--- src/hdl/signed_int_to_decimal_ascii_top_assert.svh ---
// assertion macros shared by the signed integer to decimal text block
// depends on clk and rst_n being visible where the macros are used
`ifndef SIGNED_INT_TO_DECIMAL_ASCII_TOP_ASSERT_SVH
`define SIGNED_INT_TO_DECIMAL_ASCII_TOP_ASSERT_SVH

// same-cycle implication, checked on every rising edge out of reset
`define SITDA_ASSERT_NOW(lbl, ante, cons, msg) \
  lbl: assert property (@(posedge clk) disable iff (!rst_n) (ante) |-> (cons)) \
    else $error(msg);

// next-cycle implication, checked on every rising edge out of reset
`define SITDA_ASSERT_NEXT(lbl, ante, cons, msg) \
  lbl: assert property (@(posedge clk) disable iff (!rst_n) (ante) |=> (cons)) \
    else $error(msg);

`endif

--- src/hdl/sitda_pkg.sv ---
// shared types and constants for the signed integer to decimal text block
// no dependencies
package sitda_pkg;

  // field widths
  localparam int unsigned VALUE_W = 32;
  localparam int unsigned CHAR_W  = 6;

  // decimal digit storage: ten digits cover a 32-bit magnitude
  localparam int unsigned NUM_DIGITS = 10;
  localparam int unsigned BCD_W      = 4 * NUM_DIGITS;

  // widths of the sequencing counters
  localparam int unsigned BIT_CNT_W = $clog2(VALUE_W);
  localparam int unsigned DIG_CNT_W = $clog2(NUM_DIGITS + 1);

  // character codes, already cut to the six-bit output field
  localparam logic [CHAR_W-1:0] CHAR_ZERO  = 6'd48;
  localparam logic [CHAR_W-1:0] CHAR_NINE  = 6'd57;
  localparam logic [CHAR_W-1:0] CHAR_MINUS = 6'd45;

  // control sequence
  typedef enum logic [1:0] {
    ST_IDLE,
    ST_CONV,
    ST_SIGN,
    ST_DIGS
  } state_t;

endpackage

--- src/hdl/signed_int_to_decimal_ascii_top.sv ---
// signed 32-bit integer to decimal ascii text, one character per output request
// depends on sitda_pkg and signed_int_to_decimal_ascii_top_assert.svh

// One request in gives the number's decimal text out, most significant digit
// first, a leading '-' for negative values, no leading zeros, and last_char set
// on the final character. The magnitude is turned into ten decimal digits by a
// bit-serial shift-and-add-3 converter, one binary bit per cycle, and the
// digits are then shifted out one per cycle while the output is not stalled,
// leading zeros dropped on the way. An item goes through the request take, the
// conversion of every input bit, the sign for a negative value and the ten
// digit positions, skipped or emitted; a stalled output holds the sign and the
// emitted digits. One item is worked on at a time; the result register lets the
// final character wait while the next request is accepted.
`include "signed_int_to_decimal_ascii_top_assert.svh"

module signed_int_to_decimal_ascii_top (
  input  logic                                clk,
  input  logic                                rst_n,
  input  logic                                in_valid,
  output logic                                in_ready,
  input  logic signed [sitda_pkg::VALUE_W-1:0] in_value,
  output logic                                out_valid,
  input  logic                                out_ready,
  output logic [sitda_pkg::CHAR_W-1:0]        out_text_char,
  output logic                                out_last_char
);

  sitda_pkg::state_t state_r, state_nxt;

  logic [sitda_pkg::VALUE_W-1:0]   mag_r, mag_nxt;
  logic [sitda_pkg::BCD_W-1:0]     bcd_r, bcd_nxt;
  logic [sitda_pkg::BCD_W-1:0]     bcd_adj;
  logic [sitda_pkg::BIT_CNT_W-1:0] bit_cnt_r, bit_cnt_nxt;
  logic [sitda_pkg::DIG_CNT_W-1:0] dig_left_r, dig_left_nxt;
  logic                            neg_r, neg_nxt;
  logic                            started_r, started_nxt;
  logic                            out_valid_r, out_valid_nxt;
  logic [sitda_pkg::CHAR_W-1:0]    char_r, char_nxt;
  logic                            last_r, last_nxt;

  logic [3:0] top_digit;
  logic       slot_free;
  logic       conv_done;
  logic       skip_zero;
  logic       final_digit;

  // control produced by the sequencer
  logic in_take;
  logic conv_step;
  logic dig_step;
  logic load_sign;
  logic load_digit;

  assign top_digit   = bcd_r[sitda_pkg::BCD_W-1 -: 4];
  assign slot_free   = !out_valid_r || out_ready;
  assign conv_done   = (bit_cnt_r == sitda_pkg::BIT_CNT_W'(sitda_pkg::VALUE_W - 1));
  assign final_digit = (dig_left_r == sitda_pkg::DIG_CNT_W'(1));
  assign skip_zero   = (top_digit == 4'd0) && !started_r && !final_digit;

  // add-3 correction on every digit ahead of the shift
  always_comb begin
    for (int i = 0; i < sitda_pkg::NUM_DIGITS; i++) begin
      if (bcd_r[4*i +: 4] >= 4'd5) begin
        bcd_adj[4*i +: 4] = bcd_r[4*i +: 4] + 4'd3;
      end else begin
        bcd_adj[4*i +: 4] = bcd_r[4*i +: 4];
      end
    end
  end

  // next state
  always_comb begin
    state_nxt = state_r;
    unique case (state_r)
      sitda_pkg::ST_IDLE: begin
        if (in_valid) begin
          state_nxt = sitda_pkg::ST_CONV;
        end
      end
      sitda_pkg::ST_CONV: begin
        if (conv_done) begin
          state_nxt = neg_r ? sitda_pkg::ST_SIGN : sitda_pkg::ST_DIGS;
        end
      end
      sitda_pkg::ST_SIGN: begin
        if (slot_free) begin
          state_nxt = sitda_pkg::ST_DIGS;
        end
      end
      sitda_pkg::ST_DIGS: begin
        if (!skip_zero && slot_free && final_digit) begin
          state_nxt = sitda_pkg::ST_IDLE;
        end
      end
      default: state_nxt = sitda_pkg::ST_IDLE;
    endcase
  end

  // sequencer outputs
  always_comb begin
    in_take    = 1'b0;
    conv_step  = 1'b0;
    dig_step   = 1'b0;
    load_sign  = 1'b0;
    load_digit = 1'b0;
    unique case (state_r)
      sitda_pkg::ST_IDLE: in_take   = in_valid;
      sitda_pkg::ST_CONV: conv_step = 1'b1;
      sitda_pkg::ST_SIGN: load_sign = slot_free;
      sitda_pkg::ST_DIGS: begin
        load_digit = !skip_zero && slot_free;
        dig_step   = skip_zero || slot_free;
      end
      default: ;
    endcase
  end

  // datapath next values
  always_comb begin
    mag_nxt      = mag_r;
    bcd_nxt      = bcd_r;
    bit_cnt_nxt  = bit_cnt_r;
    dig_left_nxt = dig_left_r;
    neg_nxt      = neg_r;
    started_nxt  = started_r;
    if (in_take) begin
      neg_nxt      = in_value[sitda_pkg::VALUE_W-1];
      mag_nxt      = in_value[sitda_pkg::VALUE_W-1] ? (~in_value + 1'b1) : in_value;
      bcd_nxt      = '0;
      bit_cnt_nxt  = '0;
      dig_left_nxt = sitda_pkg::DIG_CNT_W'(sitda_pkg::NUM_DIGITS);
      started_nxt  = 1'b0;
    end else if (conv_step) begin
      bcd_nxt     = {bcd_adj[sitda_pkg::BCD_W-2:0], mag_r[sitda_pkg::VALUE_W-1]};
      mag_nxt     = {mag_r[sitda_pkg::VALUE_W-2:0], 1'b0};
      bit_cnt_nxt = bit_cnt_r + 1'b1;
    end else if (dig_step) begin
      bcd_nxt      = {bcd_r[sitda_pkg::BCD_W-5:0], 4'd0};
      dig_left_nxt = dig_left_r - 1'b1;
      started_nxt  = started_r || load_digit;
    end
  end

  // result register
  always_comb begin
    out_valid_nxt = out_valid_r && !out_ready;
    char_nxt      = char_r;
    last_nxt      = last_r;
    if (load_sign) begin
      out_valid_nxt = 1'b1;
      char_nxt      = sitda_pkg::CHAR_MINUS;
      last_nxt      = 1'b0;
    end else if (load_digit) begin
      out_valid_nxt = 1'b1;
      char_nxt      = sitda_pkg::CHAR_ZERO + {2'b00, top_digit};
      last_nxt      = final_digit;
    end
  end

  // control registers
  always_ff @(posedge clk) begin
    if (!rst_n) begin
      state_r     <= sitda_pkg::ST_IDLE;
      out_valid_r <= 1'b0;
      bit_cnt_r   <= '0;
      dig_left_r  <= '0;
      started_r   <= 1'b0;
    end else begin
      state_r     <= state_nxt;
      out_valid_r <= out_valid_nxt;
      bit_cnt_r   <= bit_cnt_nxt;
      dig_left_r  <= dig_left_nxt;
      started_r   <= started_nxt;
    end
  end

  // payload registers
  always_ff @(posedge clk) begin
    mag_r  <= mag_nxt;
    bcd_r  <= bcd_nxt;
    neg_r  <= neg_nxt;
    char_r <= char_nxt;
    last_r <= last_nxt;
  end

  assign in_ready      = (state_r == sitda_pkg::ST_IDLE);
  assign out_valid     = out_valid_r;
  assign out_text_char = char_r;
  assign out_last_char = last_r;

  // checks on the sequencing
  `SITDA_ASSERT_NEXT(a_take_starts_conv, in_valid && in_ready,
    (state_r == sitda_pkg::ST_CONV) && (bit_cnt_r == '0), "request did not start conversion")
  `SITDA_ASSERT_NOW(a_sign_not_last, out_valid && (out_text_char == sitda_pkg::CHAR_MINUS),
    !out_last_char, "minus sign flagged as last character")
  `SITDA_ASSERT_NOW(a_last_is_digit, out_valid && out_last_char,
    (out_text_char >= sitda_pkg::CHAR_ZERO) && (out_text_char <= sitda_pkg::CHAR_NINE),
    "last character is not a digit")
  `SITDA_ASSERT_NOW(a_digits_left, state_r == sitda_pkg::ST_DIGS,
    dig_left_r != '0, "digit phase with no digits left")

endmodule

--- config.mk ---
export PLATFORM = sky130hd
export DESIGN_NAME = signed_int_to_decimal_ascii_top
export DESIGN_NICKNAME = d
export VERILOG_FILES = /design/src/hdl/sitda_pkg.sv /design/src/hdl/signed_int_to_decimal_ascii_top.sv
export VERILOG_INCLUDE_DIRS = /design/src /design/src/hdl
export SDC_FILE = /design/constraint.sdc
export NUM_CORES = 1
export LEC_CHECK = 0
export BUFFER_PORTS_ARGS = -buffer_cell sky130_fd_sc_hd__clkbuf_2
export CAP_MARGIN = 20
export CORE_ASPECT_RATIO = 1.5
export CORE_UTILIZATION = 59
export CTS_CLUSTER_DIAMETER = 120
export DETAILED_ROUTE_END_ITERATION = 16
export PLACE_DENSITY = 0.79
export SLEW_MARGIN = 20
export SYNTH_ARGS = -nofsm -noshare
export SYNTH_HDL_FRONTEND = slang
export SYNTH_SLANG_ARGS = --single-unit
--- constraint.sdc ---
create_clock -name clk -period 2.8 [get_ports clk]
set_input_delay 0.56 -clock clk [delete_from_list [all_inputs] [get_ports clk]]
set_output_delay 0.56 -clock clk [all_outputs]
set_load 0.02 [all_outputs]
* Word-level counts from Yosys, hierarchy flattened *
Cells that the tools add are included.

storage, ports and cells
  bits in registers = 93
  bits of input ports = 36
  output and inout port bits = 9
  logic and storage cells = 101

cells by class
  $add $sub $neg = 14
  order comparisons = 10
  equal/unequal tests = 10
  muxes and demuxes = 31
  bitwise gates (word level) = 3
  reductions and logical operators = 22

operators with widths
  kind                   count
  $mux 32                3
  $mux 40                2
  $mux 4                 12
  $ge 4x3->1 const B     10
  $add 4x2->4 const B    9
  $add 32x1->32 const B  1
  $not 32->32            1
  $ne 2x2->1 const B     5
  $mux 1                 8
  $mux 2                 4
  $pmux 2 s4             1
  $add 5x5->6 const A    1
  $reduce_bool 2->1      3
  $add 5x1->5 const B    1
  $eq 5x5->1 const B     1
  $logic_and 1x1->1      5
  $logic_not 1->1        5
  $eq 2x2->1 const B     2
  $eq 4x1->1 const B     1
  $logic_not 4->1        1
  $reduce_and 2->1       2
  $reduce_and 4->1       1
  $sub 4x1->4 const B    1
  $add 3x2->3 const B    1
  6 further kinds        9

* Logic depth before layout (Yosys ltp) *
  depth after elaboration = 8
  depth in mapped cells = 8
  depth with buffers taken out = 7

* Least setup slack after synthesis *
OpenSTA, ideal clock, no wires.

  kind = register -> register
  start point = reg state_r[0]
  end point = reg bcd_r[38] (netlist name)
  setup time = 101 ps
  arrival time = 2271 ps
  data required time = 2699 ps
  path slack = 429 ps
  stages on the path, launching flop included = 7
  buffers on the path = 1
  period minus slack after synthesis = 2371 ps
  path through = dfxtp_1 > inv_1 > ha_1 > nand2_1 > clkbuf_1 > nand2_1 > o32ai_1

on the way
  elaborated cells between the ends (all ways) = 8
  classes of those cells = 2 x eq/ne; 4 x mux; 2 x reduce/logical

RTL lines
  what                    line                                    source
  start, declared         signed_int_to_decimal_ascii_top.sv:28   sitda_pkg::state_t state_r, state_nxt;
  start signal, assigned  signed_int_to_decimal_ascii_top.sv:163  state_r <= sitda_pkg::ST_IDLE;
  start signal, assigned  signed_int_to_decimal_ascii_top.sv:169  state_r <= state_nxt;
  $logic_not 2->1         --
  named net in_ready      signed_int_to_decimal_ascii_top.sv:20   output logic in_ready,
  $mux 1                  signed_int_to_decimal_ascii_top.sv:106  unique case (state_r)
  end signal, assigned    signed_int_to_decimal_ascii_top.sv:180  bcd_r <= bcd_nxt;
  end, declared           signed_int_to_decimal_ascii_top.sv:31   logic [sitda_pkg::BCD_W-1:0] bcd_r, bcd_nxt;

The timed path passes the listed nets, and every way through them passes these cells.
A chain may end at the register's enable or synchronous reset.

* Worst setup path in the final report *
  start point = reg bcd_r[37] (netlist name)
  end point = reg bcd_r[10] (netlist name)

on the way
  longest elaborated chain between the ends = 6

ends and longest elaborated chain
  what                             line                                    source
  $logic_not 4->1                  signed_int_to_decimal_ascii_top.sv:58   assign skip_zero = (top_digit == 4'd0) && !started_r && !final_digit;
  $logic_and 1x1->1 (2 in series)  signed_int_to_decimal_ascii_top.sv:58
  $logic_or 1x1->1                 signed_int_to_decimal_ascii_top.sv:112  dig_step = skip_zero || slot_free;
  $mux 1                           signed_int_to_decimal_ascii_top.sv:106
  $reduce_bool 2->1 (no line)      --

No other way between the ends.

==> impl_metrics.ini <==
[worst_setup_path]
cp_top_family = simple AND/OR/NAND/NOR gates
crit_path_top_delay_cell = or4b_4
cp-start-kind = flop
crit_fanout = 9
slowest_delay_ns = 0.49
cp_num_buf_inv = 2
cp.required_ns = 3.00
critPathKind = reg2reg
cp_cell_sequence = inv_1, ha_1, or4b_4, nand2b_1, buf_4, o311ai_0, a211oi_1
critPathCaptureType = flop
arrival_ns = 2.50

[clocking]
post_cts_buffers = 0
cts_buffers = 9
cts_tree = done
cts_root_buf = clkbuf_16
cts_sinks = 92
cts_buffer_depth = 2
clkTransAtPathRegs_ns = 0.07
htreeDepth = 3
clk_latency_ns = 0.34
postCtsResizedCells = 0
hold_buffers = 0

[yosys]
synthCells = 678
synth-edff-count = 33
yosysUniqueCellTypes = 60
synth.most_common_cell = a21oi_1
synth_top_cell_by_area = dfxtp_1
netlist_area_um2 = 5830
ys_top_cells_by_area = dfxtp_1, edfxtp_1, ha_1
synth_top_area_frac = 0.203
synth-main-ff-cell = dfxtp_1
yosys_warnings = 0
ys_async_sr_fraction = 0
synth_area_per_cell_um2 = 8.60
ys_ff_latch = 92
synthTopCellsByCount = a21oi_1, dfxtp_1, nand2_1
synth-seq-area-share = 0.373
syn_nets = 744

[sta]
final_max_slew_viol_count = 0
fmax_mhz = 435
setup_viol = 0
min_period_over_period = 0.821
grt_setup_unrepaired = false
tightestPinTransition_ns = 0.737
hold_viol_final = 0
relSlewSlack = 0.509
fin_skew_ns = 0.00815
setup_tns_ns = 0
min_period_ns = 2.30

[finish]
diodes = 0
fin_nets = 767
instances_no_fill = 821
final_layout_size_suffix_gt1_frac = 0.125
synthToLayoutAreaGrowth_pct = 9.59
final.fill_count = 791
fin_util = 0.663
design_area_um2 = 6390

[global_route]
grt-ovfl-total = 0
grt_pass1_wl_mm = 21.8
grt_antenna_before_repair = 0
grt_max_degree = 58
grt_pass1_vias = 5012
grtUsageTotal = 0.259

[detailed_routing]
via_per_inst = 6.19
initialDrtViolationCount = 286
vias = 5078
routed_wirelength_mm = 12.8
postRouteAntennaNets = 0
avgRoutedWirePerCell_um = 15.6
firstDrtPassIters = 11
drc_errors = 1

[die]
rows = 44
die_width_um = 83.2
dieArea_um2 = 10300
ios = 45
fp.coreArea_um2 = 9630
start_util = 0.605
die_h_um = 124

[placed_design]
dpl.hpwl_mm = 9.23
port_buffers = 43
dpl.cell_count = 805
placed_area_um2 = 6110
gp_congestion = 0.798

[power_and_ir_drop]
power_mw = 6.32
power_density_nw_per_um2 = 989
power_frac_clock = 0.181
sw_frac_of_total = 0.410
internal-power_mw = 3.73
ir_worst_vdd_mv = 0.526
p_leak_nw = 2.47
p_switching_mw = 2.59
comb_power_share = 0.433
pwr-share-seq = 0.386

[job]
drv_cap = 0

[outcome]
violations = DRC
status = finished, violations left

[worst_hold_path]
holdCritPathClass = reg2reg
routing by layer:
metal,up-vias,global-route usage,share of wire
met5,-,0,0
met4,0,0.130,0.025
met3,30,0.0318,0.038
met2,114,0.505,0.54
met1,2407,0.274,0.39
li1,2527,-,-
cell type report:
class                      count  area (µm²)  share of cell area
multi-input combinational    510        3350               0.525
clock buffer                  10         229              0.0358
clock inverter                 6        47.5             0.00744
tap                          115         144              0.0225
timing repair buffer          59         335              0.0525
sequential                    92        2170               0.340
inverter                      29         109              0.0170
worst register-to-register path: stages (launching register included):
cell,delay [ns]
dfxtp_1,0.35
inv_1,0.12
ha_1,0.16
or4b_4,0.49
nand2b_1,0.36
buf_4,0.27
o311ai_0,0.33
a211oi_1,0.07
cells by family (layout without fill, tap and decap cells):
| group | Yosys count | after routing | share of synthesized area |
|---|---|---|---|
| AOI/OAI and AO/OA | 194 | 194 | 0.215 |
| DFF | 92 | 92 | 0.373 |
| muxes | 19 | 19 | 0.0328 |
| xor gates and xnor gates | 42 | 42 | 0.0631 |
| adders and majority gates | 30 | 30 | 0.0644 |
| and+or+nand+nor | 224 | 224 | 0.199 |
| buffers and inverters | 76 | 104 | 0.0532 |
| other | 1 | 1 | 0.000643 |
per-stage QoR:
step	worst slack, ns	hold WS, ns
CTS	0.490	0.474
global route	0.348	0.505
global placement	0.386	0.449
detailed placement	0.307	0.457
floorplan	0.429	0.443
finish	0.501	0.468
placed cells by master (no fill, tap or decap), types with 13 or more instances in the layout:
cell	count
a211oi_1	23
nor3_1	27
buf_4	16
dfxtp_1	59
inv_1	29
o21ai_0	50
nand2_1	55
nor2_1	50
xnor2_1	13
nand2b_1	16
a21oi_1	60
ha_1	29
nor4_1	13
mux2i_1	18
xor2_1	29
clkbuf_2	43
edfxtp_1	33
nand3_1	17
nor3b_1	20
power groups by stage:
stage               sequential [mW]  clock, mW  combinational (mW)
floorplan                      2.32          0                2.18
global placement               2.44          0                2.62
detailed placement             2.47          0                2.72
CTS                            2.44       1.16                2.74
global route                   2.52       1.20                3.09
finish                         2.44       1.14                2.74
registers in the layout, indices dropped and copies added, names as in the netlist:
| register | cells |
|---|---|
| bit_cnt_r | 5 |
| state_r | 2 |
| bcd_r | 40 |
| out_valid | 1 |
| mag_r | 32 |
| neg_r | 1 |
| out_last_char | 1 |
| out_text_char | 5 |
| started_r | 1 |
| dig_left_r | 4 |
path summary, 6_finish.rpt:
| path | cells after the start | endpoint | slack (ns) | start |
|---|---|---|---|---|
| worst min register to register | 1 | out_text_char[3] | 0.47 | out_text_char[3] |
| worst max-delay path | 7 | bcd_r[10] | 0.50 | bcd_r[37] |
| worst max register to register | 7 | bcd_r[10] | 0.50 | bcd_r[37] |
| worst min-delay path | 1 | out_text_char[3] | 0.47 | out_text_char[3] |
Power figures use the tool's default switching activity.
